$ cat src/hdl/dccpd_pkg.sv
// Package for the DCC packet decoder: request/result structs, config struct,
// operation and service codes, and register indexes.
// No dependencies.
package dccpd_pkg;

	// Largest packet the decoder checks, XOR byte included
	localparam int unsigned DCC_PACKET_BYTES = 6;

	localparam int unsigned CFG_INDEX_W = 3;
	localparam int unsigned CFG_DATA_W  = 14;

	// Configuration register indexes
	localparam logic [CFG_INDEX_W-1:0] CFG_OWN_ADDRESS      = 3'd0;
	localparam logic [CFG_INDEX_W-1:0] CFG_OWN_ADDRESS_KIND = 3'd1;
	localparam logic [CFG_INDEX_W-1:0] CFG_CONSIST_BYTE     = 3'd2;
	localparam logic [CFG_INDEX_W-1:0] CFG_SERVICE_MODE     = 3'd3;
	localparam logic [CFG_INDEX_W-1:0] CFG_DIR_INVERT       = 3'd4;

	// Operations instruction kinds
	localparam logic [3:0] OP_NONE        = 4'd0;
	localparam logic [3:0] OP_HARD_RESET  = 4'd1;
	localparam logic [3:0] OP_SOFT_RESET  = 4'd2;
	localparam logic [3:0] OP_CONSIST_FWD = 4'd3;
	localparam logic [3:0] OP_CONSIST_REV = 4'd4;
	localparam logic [3:0] OP_ESTOP       = 4'd5;
	localparam logic [3:0] OP_SPEED128    = 4'd6;
	localparam logic [3:0] OP_SPEED28     = 4'd7;
	localparam logic [3:0] OP_FUNC_F0_F4  = 4'd8;
	localparam logic [3:0] OP_FUNC_F5_F8  = 4'd9;
	localparam logic [3:0] OP_FUNC_F9_F12 = 4'd10;
	localparam logic [3:0] OP_OPS_CV      = 4'd11;

	// Service-mode classes
	localparam logic [1:0] SVC_NONE   = 2'd0;
	localparam logic [1:0] SVC_OTHER  = 2'd1;
	localparam logic [1:0] SVC_DIRECT = 2'd2;
	localparam logic [1:0] SVC_PAGED  = 2'd3;

	// CV access field codes (instruction bits 3:2)
	localparam logic [1:0] CV_ACC_VERIFY = 2'b01;
	localparam logic [1:0] CV_ACC_BIT    = 2'b10;
	localparam logic [1:0] CV_ACC_WRITE  = 2'b11;

	// Address ranges
	localparam logic [7:0] ADDR_BROADCAST = 8'h00;
	localparam logic [7:0] ADDR_IDLE      = 8'hFF;
	localparam logic [7:0] ADDR_LONG_MAX  = 8'hE7;

	// Instruction groups (header bits 7:5)
	localparam logic [2:0] GRP_CONTROL  = 3'd0;
	localparam logic [2:0] GRP_ADVANCED = 3'd1;
	localparam logic [2:0] GRP_REVERSE  = 3'd2;
	localparam logic [2:0] GRP_FORWARD  = 3'd3;
	localparam logic [2:0] GRP_FUNC_ONE = 3'd4;
	localparam logic [2:0] GRP_FUNC_TWO = 3'd5;
	localparam logic [2:0] GRP_CV       = 3'd7;

	typedef struct packed {
		logic [7:0] byte0;
		logic [7:0] byte1;
		logic [7:0] byte2;
		logic [7:0] byte3;
		logic [7:0] byte4;
		logic [7:0] byte5;
		logic [2:0] length;
	} dccpd_packet_t;

	typedef struct packed {
		logic              check_ok;
		logic [13:0]       address;
		logic              address_kind;
		logic [1:0]        service_class;
		logic              cv_verify;
		logic              cv_write;
		logic              cv_bit_op;
		logic [3:0]        op_kind;
		logic signed [7:0] speed;
	} dccpd_result_t;

	typedef struct packed {
		logic [13:0] own_address;
		logic        own_address_kind;
		logic [7:0]  consist_byte;
		logic        service_mode;
		logic        dir_invert;
	} dccpd_cfg_t;

endpackage

$ cat src/hdl/dccpd_decode.sv
// Combinational packet decode: XOR check, address, service class, CV flags,
// operation kind and signed speed. Depends on dccpd_pkg.
module dccpd_decode (
	input  dccpd_pkg::dccpd_packet_t pkt,
	input  dccpd_pkg::dccpd_cfg_t    cfg,
	output dccpd_pkg::dccpd_result_t res
);
	import dccpd_pkg::*;

	typedef struct packed {
		logic ver;
		logic wr;
		logic bit_op;
	} cv_flags_t;

	// CV access flags from an instruction byte and the data byte two later
	function automatic cv_flags_t cv_access(input logic [7:0] instr, input logic [7:0] data);
		cv_flags_t f;
		f = '0;
		case (instr[3:2])
			CV_ACC_VERIFY: f.ver = 1'b1;
			CV_ACC_WRITE:  f.wr  = 1'b1;
			CV_ACC_BIT: begin
				f.bit_op = 1'b1;
				if (data[4])
					f.wr = 1'b1;
				else
					f.ver = 1'b1;
			end
			default: f = '0;
		endcase
		return f;
	endfunction

	logic [7:0]        b0;
	logic [2:0]        len;
	logic              is_long;
	logic              consist_on;
	logic [7:0]        hdr;
	logic [7:0]        nxt;
	logic [7:0]        cv_data;
	logic [3:0]        step;
	logic              apply_flips;
	logic              flip;
	logic signed [7:0] spd;
	cv_flags_t         cvf;

	assign b0         = pkt.byte0;
	assign len        = pkt.length;
	assign is_long    = (b0[7:6] == 2'b11) && (b0 <= ADDR_LONG_MAX);
	assign consist_on = (cfg.consist_byte[6:0] != 7'd0);
	assign hdr        = is_long ? pkt.byte2 : pkt.byte1;
	assign nxt        = is_long ? pkt.byte3 : pkt.byte2;
	assign cv_data    = is_long ? pkt.byte4 : pkt.byte3;
	assign step       = hdr[3:0];
	assign flip       = cfg.dir_invert ^ (consist_on & cfg.consist_byte[7]);

	always_comb begin
		res         = '0;
		spd         = '0;
		apply_flips = 1'b1;
		cvf         = '0;

		// XOR check over the bytes before the last one
		if (len >= 3'd3 && 32'(len) <= DCC_PACKET_BYTES) begin
			case (len)
				3'd3: res.check_ok = ((b0 ^ pkt.byte1) == pkt.byte2);
				3'd4: res.check_ok = ((b0 ^ pkt.byte1 ^ pkt.byte2) == pkt.byte3);
				3'd5: res.check_ok = ((b0 ^ pkt.byte1 ^ pkt.byte2 ^ pkt.byte3) == pkt.byte4);
				3'd6: res.check_ok = ((b0 ^ pkt.byte1 ^ pkt.byte2 ^ pkt.byte3 ^ pkt.byte4)
					== pkt.byte5);
				default: res.check_ok = 1'b0;
			endcase
		end

		// Address: broadcast, long, reserved long range, or short
		if (b0 == ADDR_IDLE || b0 == ADDR_BROADCAST) begin
			res.address      = consist_on ? {7'd0, cfg.consist_byte[6:0]} : cfg.own_address;
			res.address_kind = cfg.own_address_kind;
		end else if (b0[7:6] == 2'b11) begin
			if (is_long) begin
				res.address      = {b0[5:0], pkt.byte1};
				res.address_kind = 1'b1;
			end
		end else begin
			res.address = {6'd0, b0};
		end

		// Service mode or operations instruction
		if (cfg.service_mode && b0[6:4] == 3'b111) begin
			if (len == 3'd4) begin
				res.service_class = SVC_DIRECT;
				cvf = cv_access(b0, pkt.byte2);
			end else if (len == 3'd3) begin
				res.service_class = SVC_PAGED;
				if (b0[3])
					cvf.wr = 1'b1;
				else
					cvf.ver = 1'b1;
			end else begin
				res.service_class = SVC_OTHER;
			end
		end else if (b0 != ADDR_IDLE) begin
			case (hdr[7:5])
				GRP_CONTROL: begin
					if (!hdr[4]) begin
						if (hdr[3:1] == 3'd0)
							res.op_kind = hdr[0] ? OP_HARD_RESET : OP_SOFT_RESET;
					end else if (len >= 3'd4) begin
						if (hdr[3:0] == 4'd2)
							res.op_kind = OP_CONSIST_FWD;
						else if (hdr[3:0] == 4'd3)
							res.op_kind = OP_CONSIST_REV;
					end
				end
				GRP_ADVANCED: begin
					if (hdr[4:0] == 5'h1F) begin
						if (nxt[6:0] == 7'd1) begin
							res.op_kind = OP_ESTOP;
							spd = nxt[7] ? 8'sd1 : -8'sd1;
						end else begin
							res.op_kind = OP_SPEED128;
							if (len <= 3'd3) begin
								apply_flips = 1'b0;
							end else begin
								spd = (nxt[6:0] != 7'd0) ? $signed({1'b0, nxt[6:0]}) : 8'sd1;
								if (!nxt[7])
									spd = -spd;
							end
						end
					end
				end
				GRP_REVERSE, GRP_FORWARD: begin
					if (step == 4'd1) begin
						res.op_kind = OP_ESTOP;
						spd = 8'sd1;
					end else begin
						res.op_kind = OP_SPEED28;
						// 28-step table: 2*(step-1) plus the intermediate bit
						spd = (step < 4'd2) ? 8'sd1 : $signed({3'd0, step - 4'd1, hdr[4]});
					end
					if (!hdr[5])
						spd = -spd;
				end
				GRP_FUNC_ONE: res.op_kind = OP_FUNC_F0_F4;
				GRP_FUNC_TWO: res.op_kind = hdr[4] ? OP_FUNC_F5_F8 : OP_FUNC_F9_F12;
				GRP_CV: begin
					if (!hdr[4]) begin
						res.op_kind = OP_OPS_CV;
						cvf = cv_access(hdr, cv_data);
					end
				end
				default: res.op_kind = OP_NONE;
			endcase
		end

		// Direction flips from the invert setting and a reverse-facing consist
		if (apply_flips && flip)
			spd = -spd;

		res.cv_verify = cvf.ver;
		res.cv_write  = cvf.wr;
		res.cv_bit_op = cvf.bit_op;
		res.speed     = spd;
	end

endmodule

$ cat src/hdl/dcc_packet_decode.sv
// DCC command packet decoder, top level: config registers, input register,
// result register. Depends on dccpd_pkg and dccpd_decode.
//
// A packet request is taken on any cycle with start high; busy is never
// raised, so a new packet may follow every cycle. Each packet gives exactly
// one result (input register, then decode into the result register), shown
// on result for one cycle with done high. The receiver cannot stall, so
// results must be captured when done is high. Config registers are written
// through cfg_we/cfg_index/cfg_data, by the user only while no packet is in
// flight, which the block does not enforce; writes past the last index are ignored.
module dcc_packet_decode (
	input  logic                                   clk,
	input  logic                                   arst_n,
	input  logic                                   start,
	output logic                                   busy,
	input  dccpd_pkg::dccpd_packet_t               packet,
	output logic                                   done,
	output dccpd_pkg::dccpd_result_t               result,
	input  logic                                   cfg_we,
	input  logic [dccpd_pkg::CFG_INDEX_W-1:0]      cfg_index,
	input  logic [dccpd_pkg::CFG_DATA_W-1:0]       cfg_data
);
	import dccpd_pkg::*;

	dccpd_cfg_t    cfg_q;
	dccpd_packet_t pkt_s1;
	logic          valid_s1;
	dccpd_result_t dec_res;
	dccpd_result_t res_s2;
	logic          valid_s2;
	logic          take;

	assign busy = 1'b0;
	assign take = start & ~busy;

	// Configuration registers
	always_ff @(posedge clk or negedge arst_n) begin
		if (!arst_n) begin
			cfg_q.own_address      <= 14'd3;
			cfg_q.own_address_kind <= 1'b0;
			cfg_q.consist_byte     <= 8'd0;
			cfg_q.service_mode     <= 1'b0;
			cfg_q.dir_invert       <= 1'b0;
		end else if (cfg_we) begin
			case (cfg_index)
				CFG_OWN_ADDRESS:      cfg_q.own_address      <= cfg_data;
				CFG_OWN_ADDRESS_KIND: cfg_q.own_address_kind <= cfg_data[0];
				CFG_CONSIST_BYTE:     cfg_q.consist_byte     <= cfg_data[7:0];
				CFG_SERVICE_MODE:     cfg_q.service_mode     <= cfg_data[0];
				CFG_DIR_INVERT:       cfg_q.dir_invert       <= cfg_data[0];
				default: ;
			endcase
		end
	end

	// Input register
	always_ff @(posedge clk or negedge arst_n) begin
		if (!arst_n) begin
			valid_s1 <= 1'b0;
		end else begin
			valid_s1 <= take;
		end
	end

	always_ff @(posedge clk) begin
		if (take) begin
			pkt_s1 <= packet;
		end
	end

	dccpd_decode u_decode (
		.pkt (pkt_s1),
		.cfg (cfg_q),
		.res (dec_res)
	);

	// Result register
	always_ff @(posedge clk or negedge arst_n) begin
		if (!arst_n) begin
			valid_s2 <= 1'b0;
		end else begin
			valid_s2 <= valid_s1;
		end
	end

	always_ff @(posedge clk) begin
		if (valid_s1) begin
			res_s2 <= dec_res;
		end
	end

	assign done   = valid_s2;
	assign result = res_s2;

endmodule
$ cat config.mk
export PLATFORM = sky130hd
export DESIGN_NAME = dcc_packet_decode
export DESIGN_NICKNAME = d
export VERILOG_FILES = /design/src/hdl/dccpd_pkg.sv /design/src/hdl/dccpd_decode.sv /design/src/hdl/dcc_packet_decode.sv
export SDC_FILE = /design/constraint.sdc
export NUM_CORES = 1
export LEC_CHECK = 0
export ABC_AREA = 1
export BUFFER_PORTS_ARGS = -buffer_cell sky130_fd_sc_hd__buf_2
export CORE_ASPECT_RATIO = 1.25
export CORE_MARGIN = 2
export CORE_UTILIZATION = 51
export CTS_BUF_LIST = sky130_fd_sc_hd__clkbuf_4 sky130_fd_sc_hd__clkbuf_8 sky130_fd_sc_hd__clkbuf_16
export DETAILED_ROUTE_END_ITERATION = 7
export GPL_ROUTABILITY_DRIVEN = 0
export HOLD_SLACK_MARGIN = 0.05
export PLACE_DENSITY = 0.77
export REMOVE_ABC_BUFFERS = 1
export SYNTH_ARGS = -nofsm -noshare
export SYNTH_HDL_FRONTEND = slang
export SYNTH_SLANG_ARGS = --single-unit
$ cat constraint.sdc
create_clock -name clk -period 3.3 [get_ports clk]
set_input_delay 0.33 -clock clk [delete_from_list [all_inputs] [get_ports clk]]
set_output_delay 0.33 -clock clk [all_outputs]
set_load 0.01 [all_outputs]
* After elaboration in Yosys (flattened, before gate mapping)
Cells that the tools add are included.
** Word-level totals
- Logic and storage cells :: 158
- Register bits :: 111
- Output and inout port bits :: 35
- Input port bits :: 72
** Cells by class
- Reductions and logical operators :: 19
- Order comparisons :: 6
- Bitwise logic cells :: 8
- Muxes and demuxes :: 64
- $add $sub $neg :: 4
- Eq/ne operators :: 33
** Operators with widths (number)
- 8-bit two-way mux :: 15
- 8-bit equality test :: 4
- 8-bit bitwise XOR :: 4
- 15-bit two-way mux :: 2
- 14-bit two-way mux :: 2
- 3-bit equality test, second input constant :: 8
- 4-bit two-way mux :: 6
- 8-bit negator :: 3
- 4-bit case mux with 6 select lines :: 1
- 1-bit two-way mux :: 16
- 2-bit two-way mux :: 8
- 8-bit case mux with 2 select lines :: 1
- 3-bit by 2-bit equality test with 1-bit output, second input constant :: 5
- 3-bit two-way mux :: 5
- 7-bit nonzero test :: 2
- 2-bit equality test, second input constant :: 5
- 5-bit two-way mux :: 2
- 2-bit AND reduction :: 5
- 3-bit zero test :: 3
- 4-bit by 2-bit equality test with 1-bit output, second input constant :: 2
- 8-bit equality test, second input constant :: 1
- 8-bit less-or-equal comparator, second input constant :: 1
- 8-bit zero test :: 1
- 8-bit != test, second input constant :: 1
- other kinds (20) :: 31

* Longest topological paths before layout
Gate-level depths: netlist of run 1.
- Depth after elaboration :: 16
- Gate-level depth with buffers :: 30
- Depth with buffers taken out :: 29

* By module
A second synthesis of run 1 with hierarchy kept.
** Unflattened totals
- Cells, all modules :: 639
- Area, all modules :: 6130.9 sq um
** Modules (own cells, without submodules)
- dcc_packet_decode :: sequential area each 3200.6 sq um, times used 1, area an instance 3668.5 sq um, cells each 208
- dccpd_decode :: sequential area each 0.0 sq um, times used 1, area an instance 2462.4 sq um, cells each 431

* Least setup slack after synthesis of run 1
Ideal clock, no wire load.
- Kind :: reg2reg
- Start point :: reg pkt_s1[46] in the netlist's numbering
- End point :: reg res_s2, in the netlist result[4], data pin
- Period minus slack after synthesis :: 3.441 ns
- Library setup time :: 0.261 ns
- Data arrival time :: 3.181 ns
- Data required time :: 3.039 ns
- Buffers on the path :: 1
- Setup slack :: -0.141 ns
- Stages on the path, launching flop included :: 26
- Cell sequence :: edfxtp_1 -> inv_1 -> ha_1 -> nand3_1 -> nand2_2 -> nand3_4 -> buf_6 -> nand2_1 -> o21ai_2 -> inv_2 -> ha_1 -> inv_1 -> o21ai_2 -> nand2_2 -> inv_1 -> nand2_1 -> ha_1 -> nor2_1 -> nor2_1 -> nand2_1 -> nand2_1 -> nand2_1 -> ha_1 -> nand3_1 -> nand2_1 -> xor2_1
** RTL lines
- from (decl) :: line dcc_packet_decode.sv:26 : dccpd_packet_t pkt_s1;
- from (signal assigned) :: line dcc_packet_decode.sv:67 : pkt_s1 <= packet;
- to (signal assigned) :: line dcc_packet_decode.sv:88 : res_s2 <= dec_res;
- to (decl) :: line dcc_packet_decode.sv:29 : dccpd_result_t res_s2;

==> out/metrics.csv, run 1 <==
stage;metric;value;unit
placement;placed cell count;858;
global_routing;GRT Util Overall;23.0;%
floorplan;Die Wd;101;um
worst_setup_path;worst-path fanout max;8;
yosys;cell count after synthesis;604;
worst_setup_path;CP Capture Type;flip-flop;
worst_setup_path;crit path kind;reg2reg;
sta;worst setup margin;-56.0;ps
placement;PortBufs;105;
floorplan;initial core utilization;51.8;%
drt;1st-iter DRT viols;554;
sta;final-report hold violation count;0;
sta;final period utilization;102;%
floorplan;die area;0.0126;mm2
yosys;Area contributors post-synth;edfxtp_1 42%, dfrtp_1 10%, nand2_1 8.5%, inv_1 4.4%, xor2_1 3.7%;
yosys;Seq/Total Area, Yosys;53.7;%
power;total power;3.86;mW
layout;most common cell after layout, fill and taps aside;nand2_1;
min_path;Tightest Hold Check Type;in2reg;
layout;# diodes;0;
sta;Min Hold Slack;155;ps
layout;layout cells sized above 1;32.9;%
layout;most frequent cells in the layout;120 x nand2_1, 105 x buf_2, 84 x edfxtp_1;
floorplan;num rows;44;
yosys;Synth Warn #;0;
sta;Worst Tran Pin Value;1090;ps
yosys;Post-Syn Area;0.00596;mm2
yosys;EDFF count, synth;84;
power;Leak;3.45;nW
floorplan;num ports;107;
worst_setup_path;worst stage delay on the critical path;420;ps
layout;Area growth, synth to finish;26.1;%
drt;Vias;5002;
drt;Post-DRT Antenna Nets;0;
clock_tree;H-tree depth;3;
worst_setup_path;CP max-delay cell;edfxtp_1;
yosys;Synth Register Bits;111;
status;status;finished with violations;
layout;fin nets;845;
placement;DP Wirelength;10.3;mm
global_routing;largest net degree at the start of global routing;53;
sta;Worst Skew;4.72;ps
clock_tree;Worst-path clk slew;70;ps
worst_setup_path;WP data required;3410;ps
clock_tree;clock network latency to the later pin of the worst-skew pair;340;ps
drt;routed wire length;15.0;mm
clock_tree;root buffer cell;clkbuf_16;
drt;wire per inst;16.6;um
clock_tree;CTS tree;done;
global_routing;vias in the first global route;4808;
drt;via density per instance;5.56;
clock_tree;Clock Path Buffers;2;
yosys;share of the synthesized area in the top cell type;42.3;%
yosys;post-synthesis area per instance;9.87;um2
global_routing;antenna violations before repair;0;
clock_tree;clk sinks;111;
power;VDD IR max;0.000303;V
yosys;Yosys top cell by area;edfxtp_1;
worst_setup_path;CP most frequent cell;nand2_1;
global_routing;grt ovf;0;
global_routing;first-pass GRT wire length;22.8;mm
sta;Slew Limit Fails;0;
sta;crit path time final;3360;ps
sta;worst relative slew slack;27.3;%
layout;Layout Cells excl Fill;900;
clock_tree;CTS buffer count;9;
worst_setup_path;crit-path cells;inv_2 -> ha_4 -> nand3_2 -> nand2_2 -> nand3_4 -> buf_4 -> buf_4 -> o21ai_2 -> inv_2 -> nor2_4 -> ha_4 -> nor2_2 -> nor2_1 -> nand2_1 -> nand2_1 -> nand2_2 -> nand2_2 -> nor2_2 -> nand3_2 -> nand2_2 -> nand2_1 -> nand2_1 -> nand2_1;
sta;RSZ-0062 raised after global routing;true;
worst_setup_path;Worst EP arrival;3460;ps
yosys;Netlist cell types;54;
floorplan;Core Footprint;0.0115;mm2
yosys;Most used DFF post-synth;edfxtp_1;
yosys;FFs w/ async S/R, synth;24.3;%
drt;DR pass1 iterations;6;
sta;Setup Viol. Count Final;2;
power;PwrDens;514;mW/mm2
worst_setup_path;crit path launch type;flip-flop;
floorplan;Die Ht;125;um
sta;highest achievable clock rate;298;MHz
job;max_cap viols;0;
drt;drc violations;0;
status;failing checks;negative setup slack;
-- Yosys cell counts (all sizes together), types with 2 or more instances --
| cell type | n |
|---|---|
| a21oi | 16 |
| inv | 76 |
| nand4 | 9 |
| xor2 | 25 |
| edfxtp | 84 |
| xnor2 | 16 |
| mux2 | 6 |
| o31ai | 2 |
| clkbuf | 6 |
| a31oi | 3 |
| dfrtp | 25 |
| o21a | 3 |
| buf | 4 |
| nand3 | 43 |
| nor3 | 10 |
| o22ai | 2 |
| o221ai | 6 |
| o21bai | 2 |
| a41oi | 2 |
| nor4 | 4 |
| nor2 | 29 |
| o21ai | 51 |
| dfstp | 2 |
| nand2 | 148 |
| clkinv | 3 |
| ha | 16 |
| o211ai | 2 |
-- report_power, final --
group	internal, mW	switching [mW]
sequential	1.69	0.0933
clock	0.606	0.460
combinational	0.410	0.610
-- state kept, by name (all words and copies together), names as in the netlist --
signal	flops
result	33
cfg_q	25
valid_s1	1
done	1
pkt_s1	51
-- per-stage QoR --
| step | TNS (ps) | cell area, um2 | utilization [%] | worst slack, ps |
|---|---|---|---|---|
| after floorplan | -1760 | 5900 | - | -309 |
| after global placement | 0 | 6770 | 58.9 | 133 |
| after detailed placement | -295 | 6770 | 58.9 | -103 |
| after CTS | 0 | 7140 | 62.1 | 12.6 |
| after global routing | -972 | 7520 | 65.3 | -216 |
| final | -68.6 | 7520 | 65.3 | -56.0 |
-- routing by layer --
metal,share of wire [%],vias to the layer above,track usage [%]
met2,50,290,37.6
met4,5.0,0,10.5
met1,38,2279,29.7
met3,6.9,78,3.82
met5,0,-,0
li1,-,2355,-
-- layout make-up --
class	instances	area, um2
Clock buffer	14	287
Clock inverter	2	13.8
Fill cell	833	3990
Inverter	79	307
Multi-Input combinational cell	404	2600
Sequential cell	111	3200
Tap cell	138	173
Timing Repair Buffer	152	940
-- kinds of logic after synthesis --
logic type                 count (synthesis)  share of synthesized area, %
AOI/OAI and AO/OA                         94                          10.3
muxes                                      6                          1.13
xor gates and xnor gates                  41                          6.02
buffers and inverters                     89                          6.02
and+or+nand+nor                          246                          19.4
other                                      1                        0.0629
DFF                                      111                          53.7
adders and majority gates                 16                          3.36
-- path summary, 6_finish.rpt --
check,startpoint,endpoint,slack (ps),depth (start not counted)
min in group asynchronous,arst_n,cfg_q[24],520,2
setup reg to reg,pkt_s1[46],result[7],-60,23
hold reg to reg,cfg_q[11],cfg_q[11],490,2
setup / recovery,pkt_s1[46],result[7],-60,23
max in group asynchronous,arst_n,cfg_q[21],2370,2
hold / removal,packet[0],pkt_s1[0],160,1
-- what timing repair did --
action,CTS,global route
hold buffers,1,0
hold endpoints to repair,25,0
cloned,0,2
setup buffers,4,19
pin swaps,3,23
gates resized for setup,11,47
setup endpoints to repair,6,7
-- worst max-delay path: cells and delay by family (launching register included) --
kind                       cells  cell delay (ps)
DFF                            1              420
and+or+nand+nor               16             1400
adders and majority gates      2              350
buffers and inverters          4              600
AOI/OAI and AO/OA              1              330
No activity file was read; power rests on OpenSTA's default activity.
==> run 2: changes to the inputs <==
==> constraint.sdc (replaced) <==
create_clock -name clk -period 3.3 [get_ports clk]
set_input_delay 0.66 -clock clk [delete_from_list [all_inputs] [get_ports clk]]
set_output_delay 0.66 -clock clk [all_outputs]
set_load 0.01 [all_outputs]
==> run 2 against run 1 <==
Against the previous run:
- the run still ends with negative setup slack left
- register-to-register slack hardly changed
- maximum frequency is 0.40% lower
- clock skew is 1.1 ps higher
- hold slack better by 150 ps
- critical endpoint is now result[4]
==> out/metrics.csv, run 2 (same netlist as run 1, synthesis figures left out) <==
stage;metric;value;unit
status;status;finished with violations;
status;failing checks;negative setup slack;
floorplan;Die Ht;125;um
drt;1st-iter DRT viols;378;
sta;Worst Skew;5.82;ps
global_routing;vias in the first global route;4780;
worst_setup_path;worst-path fanout max;4;
layout;most frequent cells in the layout;119 x nand2_1, 105 x buf_2, 84 x edfxtp_1;
placement;placed cell area;0.00679;mm2
clock_tree;CTS tree;done;
clock_tree;clock network latency to the later pin of the worst-skew pair;350;ps
worst_setup_path;CP Capture Type;flip-flop;
sta;Worst Tran Pin Value;765;ps
layout;Area growth, synth to finish;26.4;%
power;PwrDens;523;mW/mm2
global_routing;antenna violations before repair;0;
floorplan;Die Wd;101;um
worst_setup_path;Critical path origin;pkt_s1[46];
job;max_cap viols;0;
power;Leak;3.46;nW
sta;RSZ-0062 raised after global routing;true;
drt;Post-DRT Antenna Nets;0;
worst_setup_path;Worst EP arrival;3480;ps
floorplan;die area;0.0126;mm2
floorplan;initial core utilization;51.8;%
sta;setup TNS;-159;ps
global_routing;first-pass GRT wire length;22.3;mm
sta;Min Hold Slack;308;ps
sta;Setup Viol. Count Final;4;
worst_setup_path;crit path launch type;flip-flop;
layout;Sequential Area;0.00320;mm2
power;total power;3.94;mW
clock_tree;H-tree depth;3;
drt;routed wire length;15.0;mm
sta;highest achievable clock rate;297;MHz
global_routing;largest net degree at the start of global routing;35;
clock_tree;Clock Path Buffers;2;
sta;crit path time final;3370;ps
placement;setup slack at placement;-67.5;ps
floorplan;num rows;44;
placement;placed cell count;860;
placement;PortBufs;105;
clock_tree;Worst-path clk slew;70;ps
drt;via density per instance;5.59;
layout;fin nets;846;
clock_tree;CTS buffer count;9;
floorplan;num ports;107;
clock_tree;clk sinks;111;
layout;FILL cells;875;
floorplan;Core Footprint;0.0115;mm2
layout;most common cell after layout, fill and taps aside;nand2_1;
clock_tree;root buffer cell;clkbuf_16;
sta;worst setup margin;-69.6;ps
layout;layout cells sized above 1;33.3;%
global_routing;GRT Util Overall;22.7;%
sta;final-report hold violation count;0;
placement;DP Wirelength;10.3;mm
drt;wire per inst;16.7;um
layout;Largest register FFs;51;
layout;Layout Cells excl Fill;901;
layout;post-route cell area;0.00753;mm2
sta;final period utilization;102;%
layout;Multi-input gate area;0.00260;mm2
sta;Slew Limit Fails;0;
layout;Most flops, register;pkt_s1;
worst_setup_path;reg2reg start;pkt_s1[46];
drt;Vias;5034;
sta;worst relative slew slack;48.9;%
drt;DR pass1 iterations;6;
min_path;Tightest Hold Check Type;in2async;
layout;fin util;65.5;%
worst_setup_path;WP data required;3410;ps
layout;# diodes;0;
drt;drc violations;0;
power;VDD IR max;0.000344;V
global_routing;grt ovf;0;
worst_setup_path;crit path kind;reg2reg;
-- run 2: final timing paths --
path                                    to  cells past startpoint  slack (ps)
max in group asynchronous         cfg_q[6]                      1        2590
worst min-delay path              cfg_q[3]                      1         310
worst max-delay path             result[4]                     23         -70
min in group clk                pkt_s1[40]                      1         480
worst min register to register   cfg_q[16]                      2         500
worst max register to register   result[4]                     23         -70
-- run 2: cell type report --
class                   count  share of cell area, %
multi-input cells         404                   34.5
clock buffers              14                   3.72
repair buffers            153                   12.5
well taps                 138                   2.29
clock inverters             2                  0.515
flip-flops and latches    111                   42.5
inverters                  79                   4.00
-- run 2: report_power, final --
group          total, mW  switching, mW  internal, mW
logic               1.01          0.609         0.406
registers           1.78         0.0928          1.68
clock network       1.15          0.477         0.672
-- run 2: per-layer routing --
layer,share of wire [%],GRT usage [%],up-vias
met5,0,0,-
met4,3.9,10.6,0
met3,6.8,4.60,57
met2,51,36.6,267
met1,38,29.1,2352
li1,-,-,2358
-- run 2: critical path, cell delays in order, from the launching register on --
cell	delay [ps]
edfxtp_1	420
inv_2	100
ha_4	130
nand3_2	60
nand2_2	110
buf_4	110
buf_4	110
nand4_1	100
nand2_2	140
nand2_4	80
nor2_4	120
nand2_2	70
nand2_2	80
inv_1	60
ha_2	310
o21ai_0	100
o21ai_1	220
nand2_1	90
nand2_1	100
nand2_2	100
ha_4	190
nand3_2	70
nand2_2	80
xor2_1	180
-- run 2: repair_timing --
item | in CTS | in global routing
cloned | 0 | 2
pin swaps | 2 | 27
endpoints found under the hold margin | 0 | 0
buffers inserted | 2 | 21
resized for setup | 3 | 51
hold buffers | 0 | 0
endpoints found under the setup margin | 3 | 7
==> run 3: changes to the inputs <==
--- a/config.mk
+++ b/config.mk
@@ -14,7 +14,7 @@
 export DETAILED_ROUTE_END_ITERATION = 7
 export GPL_ROUTABILITY_DRIVEN = 0
 export HOLD_SLACK_MARGIN = 0.05
-export PLACE_DENSITY = 0.77
+export PLACE_DENSITY_LB_ADDON = 0.3
 export REMOVE_ABC_BUFFERS = 1
 export SYNTH_ARGS = -nofsm -noshare
 export SYNTH_HDL_FRONTEND = slang
==> run 3 against run 2 <==
Against the previous run:
- the flow still finishes with violations (negative setup slack)
- critical path depth is 4 higher
- setup slack got worse by 150 ps
- register-to-register slack worse by 150 ps
- hold slack improved by 0.67 ps
- final cell count up 1.1%
- critical endpoint unchanged
==> out/metrics.csv, run 3 (same netlist as run 1, synthesis figures left out) <==
stage;metric;value;unit
status;status;finished with violations;
status;failing checks;negative setup slack;
power;switch share;31.0;%
drt;Vias;5102;
global_routing;first-pass GRT wire length;22.9;mm
layout;layout cells sized above 1;36.1;%
power;Leak;3.53;nW
clock_tree;CTS tree;done;
power;Reg power frac;45.1;%
floorplan;Die Ht;125;um
worst_setup_path;Critical path origin;pkt_s1[46];
global_routing;GRT Util Overall;23.4;%
drt;1st-iter DRT viols;411;
power;Pint;2.72;mW
drt;Post-DRT Antenna Nets;0;
global_routing;antenna violations before repair;0;
power;VDD IR max;0.000383;V
sta;Setup Viol. Count Final;7;
worst_setup_path;CP Capture Type;flip-flop;
drt;drc violations;0;
placement;placed cell area;0.00679;mm2
floorplan;num rows;44;
layout;post-route cell area;0.00771;mm2
drt;DR pass1 iterations;5;
sta;worst relative slew slack;27.0;%
worst_setup_path;Worst Reg2Reg Path Length in Cells;27;
power;PwrDens;512;mW/mm2
power;Combinational Power Share;27.8;%
layout;most frequent cells in the layout;113 x nand2_1, 105 x buf_2, 84 x edfxtp_1;
global_routing;vias in the first global route;4877;
sta;Worst Skew;6.88;ps
placement;PortBufs;105;
floorplan;Core Footprint;0.0115;mm2
layout;Area growth, synth to finish;29.4;%
sta;Worst Tran Pin Value;1090;ps
clock_tree;clock network latency to the later pin of the worst-skew pair;350;ps
sta;crit path time final;3520;ps
worst_setup_path;r2r setup slk;-220;ps
clock_tree;Worst-path clk slew;70;ps
worst_setup_path;Worst Setup EP;result[4];
layout;Largest register FFs;51;
clock_tree;CTS buffer count;9;
worst_setup_path;worst-path fanout max;5;
worst_setup_path;reg2reg end;result[4];
floorplan;die area;0.0126;mm2
min_path;Tightest Hold Check Type;in2async;
drt;via density per instance;5.60;
sta;worst setup margin;-216;ps
job;max_cap viols;0;
clock_tree;clk sinks;111;
drt;routed wire length;15.7;mm
drt;wire per inst;17.3;um
clock_tree;Clock Path Buffers;2;
worst_setup_path;CP most frequent cell;nand2_2;
layout;most common cell after layout, fill and taps aside;nand2_1;
global_routing;largest net degree at the start of global routing;53;
floorplan;Die Wd;101;um
worst_setup_path;crit path launch type;flip-flop;
layout;fin nets;856;
sta;RSZ-0062 raised after global routing;true;
worst_setup_path;reg2reg start;pkt_s1[46];
layout;# diodes;0;
sta;final-report hold violation count;0;
placement;DP Wirelength;10.4;mm
floorplan;initial core utilization;51.8;%
worst_setup_path;Worst EP arrival;3620;ps
clock_tree;root buffer cell;clkbuf_16;
worst_setup_path;crit path kind;reg2reg;
global_routing;grt ovf;0;
power;total power;3.95;mW
sta;Slew Limit Fails;0;
power;share of power burned in the clock network;27.1;%
clock_tree;H-tree depth;3;
clock_tree;# hold bufs at CTS;0;
floorplan;num ports;107;
worst_setup_path;WP data required;3410;ps
sta;highest achievable clock rate;284;MHz
sta;final period utilization;107;%
worst_setup_path;worst stage delay on the critical path;420;ps
power;Switch Pwr;1.23;mW
layout;Most flops, register;pkt_s1;
worst_setup_path;CP max-delay cell;edfxtp_1;
## run 3: timing repair
item                       CTS  global route
pin swaps                    6            41
buffers inserted             9            24
resized for setup           21            72
setup endpoints to repair    5             7
gates cloned                 0             2
## run 3: worst min path at each step
stage	to	start	slack (ps)
4_1_cts	cfg_q[3]	arst_n	320
6_report	cfg_q[3]	arst_n	310
5_1_grt	cfg_q[18]	arst_n	360
3_3_place_gp	cfg_q[15]	cfg_q[15]	470
3_5_place_dp	cfg_q[13]	cfg_q[13]	470
2_1_floorplan	cfg_q[0]	arst_n	360
## run 3: critical path: cells and delay by family, from the launching register on
family | cells | cell delay, ps
AOI/OAI and AO/OA | 1 | 210
xor gates and xnor gates | 1 | 170
adders and majority gates | 3 | 520
buffers and inverters | 7 | 650
DFF | 1 | 420
and+or+nand+nor | 15 | 1310
## run 3: power by group through the flow
stage	combinational, mW	clock (mW)	sequential, mW
after floorplan	0.554	0	1.81
after global routing	1.19	1.14	1.79
final	1.10	1.07	1.78
after CTS	0.920	1.08	1.78
after global placement	0.845	0	1.80
after detailed placement	0.874	0	1.80
## run 3: final cells by class
class                   instances  area (um2)
flip-flops and latches        111        3200
well taps                     138         173
inverters                      79         309
repair buffers                163        1030
clock buffers                  14         280
fillers                       834        3790
clock inverters                 2        13.8
multi-input cells             404        2710
## run 3: per-stage QoR
| stage | hold WS [ps] | util (%) | setup WS, ps | instances | TNS (ps) |
|---|---|---|---|---|---|
| after CTS | 321 | 62.9 | 5.79 | 887 | 0 |
| after global routing | 362 | 67.0 | -395 | 911 | -2160 |
| final | 308 | 67.0 | -216 | 911 | -1040 |
| after detailed placement | 474 | 59.0 | -139 | 862 | -331 |
| after global placement | 470 | 59.0 | 98.1 | 862 | 0 |
| after floorplan | 364 | - | -309 | 594 | -1760 |
## run 3: layer usage
layer / global-route usage (%) / share of wire (%)
met5: 0 / 0
met4: 13.1 / 5.5
met3: 4.77 / 6.5
met2: 37.6 / 50
met1: 29.2 / 38
